$ cat config.mk
export PLATFORM = sky130hd
export DESIGN_NAME = fdtd_mac
export DESIGN_NICKNAME = d
export VERILOG_FILES = /design/src/rtl/core/fdtd_yee_3d_field_update_core_assert.svh /design/src/rtl/core/fdtd_pkg.sv /design/src/rtl/core/fdtd_mac.sv
export SDC_FILE = /design/constraint.sdc
export NUM_CORES = 2
export LEC_CHECK = 0
export CAP_MARGIN = 20
export CORE_MARGIN = 4
export CORE_UTILIZATION = 70
export DETAILED_ROUTE_END_ITERATION = 7
export DONT_BUFFER_PORTS = 1
export PLACE_DENSITY = 0.82
export SLEW_MARGIN = 20
export SYNTH_ARGS = -nofsm -noshare
export SYNTH_HDL_FRONTEND = slang
export SYNTH_SLANG_ARGS = --single-unit
$ cat constraint.sdc
create_clock -name clk -period 31.8 [get_ports clk]
set_clock_uncertainty 0.05 [all_clocks]
set_input_delay 9.54 -clock clk [delete_from_list [all_inputs] [get_ports clk]]
set_output_delay 9.54 -clock clk [all_outputs]
set_load 0.01 [all_outputs]
$ cat src/rtl/core/fdtd_yee_3d_field_update_core_assert.svh
// ---------------------------------------------------------------------------
// FDTD Yee core assertion macros
// Shared property forms for the field update core checks.
// ---------------------------------------------------------------------------
`ifndef FDTD_YEE_3D_FIELD_UPDATE_CORE_ASSERT_SVH
`define FDTD_YEE_3D_FIELD_UPDATE_CORE_ASSERT_SVH

// same-cycle implication
`define FDTD_ASSERT_IMP(label, ante, cons) \
    label: assert property (@(posedge clk) disable iff (!rst_n) (ante) |-> (cons)) \
        else $error("fdtd core check failed");

// next-cycle implication
`define FDTD_ASSERT_NXT(label, ante, cons) \
    label: assert property (@(posedge clk) disable iff (!rst_n) (ante) |=> (cons)) \
        else $error("fdtd core check failed");

`endif

$ cat src/rtl/core/fdtd_pkg.sv
// ---------------------------------------------------------------------------
// FDTD Yee core package
// Grid sizing, codes, types and fixed-point helpers shared by the core.
// ---------------------------------------------------------------------------
package fdtd_pkg;

    localparam int GRID_X    = 8;
    localparam int GRID_Y    = 8;
    localparam int GRID_Z    = 8;
    localparam int FRAC_BITS = 16;

    localparam int DATA_W = 32;
    localparam int WIDE_W = 64;
    localparam int ACC_W  = DATA_W + 2;

    localparam int EXT_X   = GRID_X + 1;
    localparam int EXT_Y   = GRID_Y + 1;
    localparam int EXT_Z   = GRID_Z + 1;
    localparam int E_CELLS = EXT_X * EXT_Y * EXT_Z;
    localparam int H_CELLS = GRID_X * GRID_Y * GRID_Z;
    localparam int EA_W    = $clog2(E_CELLS);
    localparam int HA_W    = $clog2(H_CELLS);

    localparam int GRID_MAX = (GRID_X > GRID_Y) ?
                              ((GRID_X > GRID_Z) ? GRID_X : GRID_Z) :
                              ((GRID_Y > GRID_Z) ? GRID_Y : GRID_Z);
    localparam int CNT_W    = $clog2(GRID_MAX + 1);

    localparam int NUM_AXES  = 3;
    localparam int OP_W      = 2;
    localparam int COMP_W    = 3;
    localparam int CELL_W    = 4;
    localparam int CFG_IDX_W = 3;
    localparam int CFG_REGS  = 8;

    localparam logic signed [DATA_W-1:0] Q_ONE = DATA_W'(1 << FRAC_BITS);

    localparam logic [OP_W-1:0] OP_WRITE = 2'd0;
    localparam logic [OP_W-1:0] OP_READ  = 2'd1;
    localparam logic [OP_W-1:0] OP_STEP  = 2'd2;

    localparam logic [COMP_W-1:0] COMP_EX = 3'd0;
    localparam logic [COMP_W-1:0] COMP_EY = 3'd1;
    localparam logic [COMP_W-1:0] COMP_EZ = 3'd2;
    localparam logic [COMP_W-1:0] COMP_HX = 3'd3;
    localparam logic [COMP_W-1:0] COMP_HY = 3'd4;
    localparam logic [COMP_W-1:0] COMP_HZ = 3'd5;

    localparam logic [1:0] AX_X = 2'd0;
    localparam logic [1:0] AX_Y = 2'd1;
    localparam logic [1:0] AX_Z = 2'd2;

    localparam logic [CFG_IDX_W-1:0] CFG_E_SCALE  = 3'd0;
    localparam logic [CFG_IDX_W-1:0] CFG_E_RETAIN = 3'd1;
    localparam logic [CFG_IDX_W-1:0] CFG_H_COEF_X = 3'd2;
    localparam logic [CFG_IDX_W-1:0] CFG_H_COEF_Y = 3'd3;
    localparam logic [CFG_IDX_W-1:0] CFG_H_COEF_Z = 3'd4;
    localparam logic [CFG_IDX_W-1:0] CFG_INV_DX   = 3'd5;
    localparam logic [CFG_IDX_W-1:0] CFG_INV_DY   = 3'd6;
    localparam logic [CFG_IDX_W-1:0] CFG_INV_DZ   = 3'd7;

    typedef enum logic [3:0] {
        ST_CLEAR,
        ST_IDLE,
        ST_ACCESS,
        ST_RD,
        ST_M0,
        ST_M1,
        ST_M2,
        ST_M3,
        ST_M4,
        ST_WB
    } core_state_t;

    typedef enum logic [2:0] {
        MAC_HOLD,
        MAC_LOAD,
        MAC_TERM1,
        MAC_TERM2,
        MAC_TERM3,
        MAC_SCALE
    } mac_step_t;

    typedef struct packed {
        mac_step_t step;
        logic      neg1;
        logic      neg2;
    } mac_ctrl_t;

    function automatic logic signed [DATA_W-1:0] sat_wide(input logic signed [WIDE_W-1:0] v);
        logic [WIDE_W-DATA_W:0] hi;
        hi = v[WIDE_W-1:DATA_W-1];
        if ((&hi) || !(|hi))
            return v[DATA_W-1:0];
        else if (v[WIDE_W-1])
            return {1'b1, {(DATA_W-1){1'b0}}};
        else
            return {1'b0, {(DATA_W-1){1'b1}}};
    endfunction

    function automatic logic [EA_W-1:0] eix(input logic [CNT_W-1:0] i,
                                            input logic [CNT_W-1:0] j,
                                            input logic [CNT_W-1:0] k);
        return EA_W'((int'(i) * EXT_Y + int'(j)) * EXT_Z + int'(k));
    endfunction

    function automatic logic [HA_W-1:0] hix(input logic [CNT_W-1:0] i,
                                            input logic [CNT_W-1:0] j,
                                            input logic [CNT_W-1:0] k);
        return HA_W'((int'(i) * GRID_Y + int'(j)) * GRID_Z + int'(k));
    endfunction

endpackage

$ cat src/rtl/core/fdtd_mac.sv
// ---------------------------------------------------------------------------
// FDTD cell update datapath
// Shared Q-format multiplier and accumulator for one field component update.
// ---------------------------------------------------------------------------
module fdtd_mac
    import fdtd_pkg::*;
(
    input  logic                     clk,
    input  mac_ctrl_t                ctrl,
    input  logic signed [DATA_W-1:0] cur,
    input  logic signed [DATA_W-1:0] a_plus,
    input  logic signed [DATA_W-1:0] a_minus,
    input  logic signed [DATA_W-1:0] b_plus,
    input  logic signed [DATA_W-1:0] b_minus,
    input  logic signed [DATA_W-1:0] coef_0,
    input  logic signed [DATA_W-1:0] coef_a,
    input  logic signed [DATA_W-1:0] coef_b,
    input  logic signed [DATA_W-1:0] coef_s,
    output logic signed [DATA_W-1:0] result
);

    logic signed [DATA_W-1:0] da_reg, da_next;
    logic signed [DATA_W-1:0] db_reg, db_next;
    logic signed [ACC_W-1:0]  acc_reg, acc_next;
    logic signed [WIDE_W-1:0] prod_reg, prod_next;
    logic signed [DATA_W-1:0] mul_a, mul_b;
    logic signed [WIDE_W-1:0] mult;
    logic signed [DATA_W-1:0] quot;
    logic signed [ACC_W-1:0]  quot_ext;
    logic signed [DATA_W-1:0] acc_sat;

    assign mult     = mul_a * mul_b;
    assign quot     = sat_wide(prod_reg >>> FRAC_BITS);
    assign quot_ext = ACC_W'(quot);
    assign acc_sat  = sat_wide(WIDE_W'(acc_reg));
    assign result   = quot;

    always_comb
    begin
        da_next   = da_reg;
        db_next   = db_reg;
        acc_next  = acc_reg;
        prod_next = prod_reg;
        mul_a     = coef_0;
        mul_b     = cur;
        case (ctrl.step)
            MAC_LOAD:
            begin
                da_next   = sat_wide(WIDE_W'(a_plus) - WIDE_W'(a_minus));
                db_next   = sat_wide(WIDE_W'(b_plus) - WIDE_W'(b_minus));
                prod_next = mult;
            end
            MAC_TERM1:
            begin
                acc_next  = quot_ext;
                mul_a     = coef_a;
                mul_b     = da_reg;
                prod_next = mult;
            end
            MAC_TERM2:
            begin
                acc_next  = ctrl.neg1 ? acc_reg - quot_ext : acc_reg + quot_ext;
                mul_a     = coef_b;
                mul_b     = db_reg;
                prod_next = mult;
            end
            MAC_TERM3:
            begin
                acc_next = ctrl.neg2 ? acc_reg - quot_ext : acc_reg + quot_ext;
            end
            MAC_SCALE:
            begin
                mul_a     = coef_s;
                mul_b     = acc_sat;
                prod_next = mult;
            end
            default:
            begin
                prod_next = prod_reg;
            end
        endcase
    end

    always_ff @(posedge clk)
    begin
        da_reg   <= da_next;
        db_reg   <= db_next;
        acc_reg  <= acc_next;
        prod_reg <= prod_next;
    end

endmodule

==> flow_metrics.tcl <==
set metrics [dict create \
    worst_slew_pin_slew_ns 1.174 \
    io-pin-count 326 \
    vias 40980 \
    status "finished, final reports clean" \
    multi_input_area_sq_um 39830 \
    coreArea_sq_um 68950 \
    timing.rr.start "acc_reg[33]$_DFFE_PP_" \
    grt_setup_unrepaired "false" \
    cts_hold_buf 0 \
    area_delta_synth_final_pct 3.677 \
    post_cts_buffers 0 \
    synth_fa_ha_area_share_pct 52.92 \
    cts_made_buffers 17 \
    die_area_sq_um 74300 \
    portBuffers 0 \
    holdCritPathClass "reg2reg" \
    grt_pass1_vias 42810 \
    yosys.area_share.simple_pct 12.85 \
    ys.flop_type "edfxtp_1" \
    critical_path_arrival_ns 19.76 \
    ant_nets 0 \
    cts-root-buf "clkbuf_16" \
    fin_crit_sh_pct 61.64 \
    fillers 5138 \
    ys_ff_latch 146 \
    synth_compound_area_share_pct 12.47 \
    maxCapViolCount 0 \
    required_ns 31.96 \
    start_util_pct 71.07 \
    async_flop_share_pct 0 \
    hold_viol_final 0 \
    mostFrequentLayoutCells "1101 x inv_1, 1085 x fa_1, 648 x nor2_1, 631 x nand2_1, 311 x ha_1" \
    dieHeight_um 272.6 \
    ff2ff_setup_slack_ns 21.60 \
    slew_viol_final 0 \
    clock_sinks 146 \
    ctsLongestPathBuffers 2 \
    startpoint "ctrl[4]" \
    place_hpwl_um 132200 \
    wire_per_inst_um 26.61 \
    crit_path_end_kind "flip-flop" \
    relSlewSlack_pct 21.72 \
    clk_pin_slew_ns 0.08 \
    drt-initial-drc-count 4433 \
    reg2reg_to "prod_reg[62]$_DFFE_PP_" \
    wirelength_um 167500 \
    cts_resized 0 \
    rows 96 \
    grt_max_degree 143 \
    synth_xor_area_share_pct 2.107 \
    period_needed_ns 19.60 \
    grt_pass1_wl_um 254000 \
    drive_above_1_share_pct 4.685 \
    synth.avg_cell_area_sq_um 8.879 \
    fmax_mhz 51.02 \
    worstSetupPathType "in2reg" \
    syn_nets 7209 \
    synth_edf_count 146 \
    cts_tree "yes" \
    synth_mux_area_share_pct 0.06128 \
    ys_seq_area_share_pct 8.947 \
    track_usage_pct 45.90 \
    synth_top_family_by_area "adder cells" \
    largest_reg_flops 48 \
    fin_nets 7035 \
    drc 0 \
    worstPathMaxFanout 85 \
    ys_warn_count 0 \
    cts.htree.levels 4 \
    ff_latch_area_sq_um 4384 \
    netlist-cell-type-count 83 \
    crit_path_frequent_cell "fa_1" \
    synthCells 5519 \
    reg2regPathDepth 34 \
    die_x_um 272.6 \
    grt_overflow_total 0 \
    setup_tns_ns 0 \
    endpoint "prod_reg[62]$_DFFE_PP_" \
    gp_congestion 1.019 \
    clk_latency_ns 0.46 \
    max_stage_delay_ns 0.82 \
    synth.cell_area_sq_um 49000 \
    final_common_cell "inv_1" \
    antenna_found_initial 13 \
    setup_viol 0 \
    first_pass_iters 7 \
    cpMaxStageDelayCell "o21a_1" \
    critical_path.startpoint_type "input port" \
    via_per_inst 6.507 \
]
-- through the flow --
step | utilization, % | std cells | hold WS, ns | worst slack, ns | instance area (sq um)
final | 73.69 | 6297 | 0.6509 | 12.20 | 50800
after global routing | 73.67 | 6293 | 0.6951 | 11.82 | 50790
after floorplan | - | 5519 | 0.5765 | 13.37 | 49000
after detailed placement | 72.79 | 6257 | 0.6498 | 11.88 | 50180
after global placement | 72.77 | 6257 | 0.6091 | 12.12 | 50170
after CTS | 73.64 | 6289 | 0.6503 | 12.37 | 50770
-- metal layers --
layer	up-vias	share of wire, %	global-route usage [%]
met5	-	0.039	0
met4	10	10	32.21
met3	928	12	12.84
met2	2787	45	70.89
met1	20300	34	56.27
li1	16950	-	-
-- cell usage after synthesis (all sizes together), types with 29 or more instances --
cell | number | area (sq um)
o21bai | 33 | 247.7
nand2b | 35 | 219.0
nand3 | 31 | 155.2
o221a | 35 | 394.1
nor2 | 648 | 2432
clkbuf | 257 | 964.7
maj3 | 32 | 320.3
xor2 | 45 | 401.6
ha | 311 | 3891
a21oi | 209 | 1057
nand2 | 632 | 2372
o221ai | 29 | 254.0
o21a | 45 | 337.8
o21ai | 235 | 1176
nor2b | 35 | 219.0
a21o | 61 | 457.9
inv | 1101 | 4133
o22ai | 61 | 394.1
fa | 1085 | 21720
edfxtp | 146 | 4384
xnor2 | 72 | 630.6
-- logic make-up after synthesis --
logic type | count (synthesis)
simple gates | 1521
fa+ha+maj | 1428
buf+inv | 1385
compound gates | 919
flops | 146
xor+xnor | 117
mux | 3
-- worst max-delay path, delay by kind of cell --
kind	cells	cell delay [ns]
AOI/OAI and AO/OA	7	2.51
xor gates and xnor gates	1	0.10
adders and majority gates	9	4.28
buffers and inverters	8	0.84
and+or+nand+nor	7	2.41
-- how the worst min path moves through the flow --
stage / slack (ns) / cells after the start / to / startpoint
after global routing: 0.70 / 2 / acc_reg[12]$_DFFE_PP_ / prod_reg[28]$_DFFE_PP_
final: 0.65 / 2 / acc_reg[12]$_DFFE_PP_ / prod_reg[28]$_DFFE_PP_
after floorplan: 0.58 / 2 / acc_reg[24]$_DFFE_PP_ / prod_reg[40]$_DFFE_PP_
after detailed placement: 0.65 / 2 / acc_reg[24]$_DFFE_PP_ / prod_reg[40]$_DFFE_PP_
after global placement: 0.61 / 2 / acc_reg[24]$_DFFE_PP_ / prod_reg[40]$_DFFE_PP_
after CTS: 0.65 / 2 / acc_reg[12]$_DFFE_PP_ / prod_reg[28]$_DFFE_PP_
-- area by class of cell --
| type | instances | share of cell area (%) |
|---|---|---|
| diodes | 8 | 0.03941 |
| clock buffers | 17 | 0.8374 |
| clock inverters | 15 | 0.3226 |
| inverters | 1102 | 8.142 |
| multi-input cells | 3988 | 78.41 |
| flip-flops and latches | 146 | 8.630 |
| well taps | 931 | 2.293 |
| repair buffers | 90 | 1.330 |
Power is not shown: default switching activity piles up to over one toggle a cycle in this logic, so the estimate is an artifact.
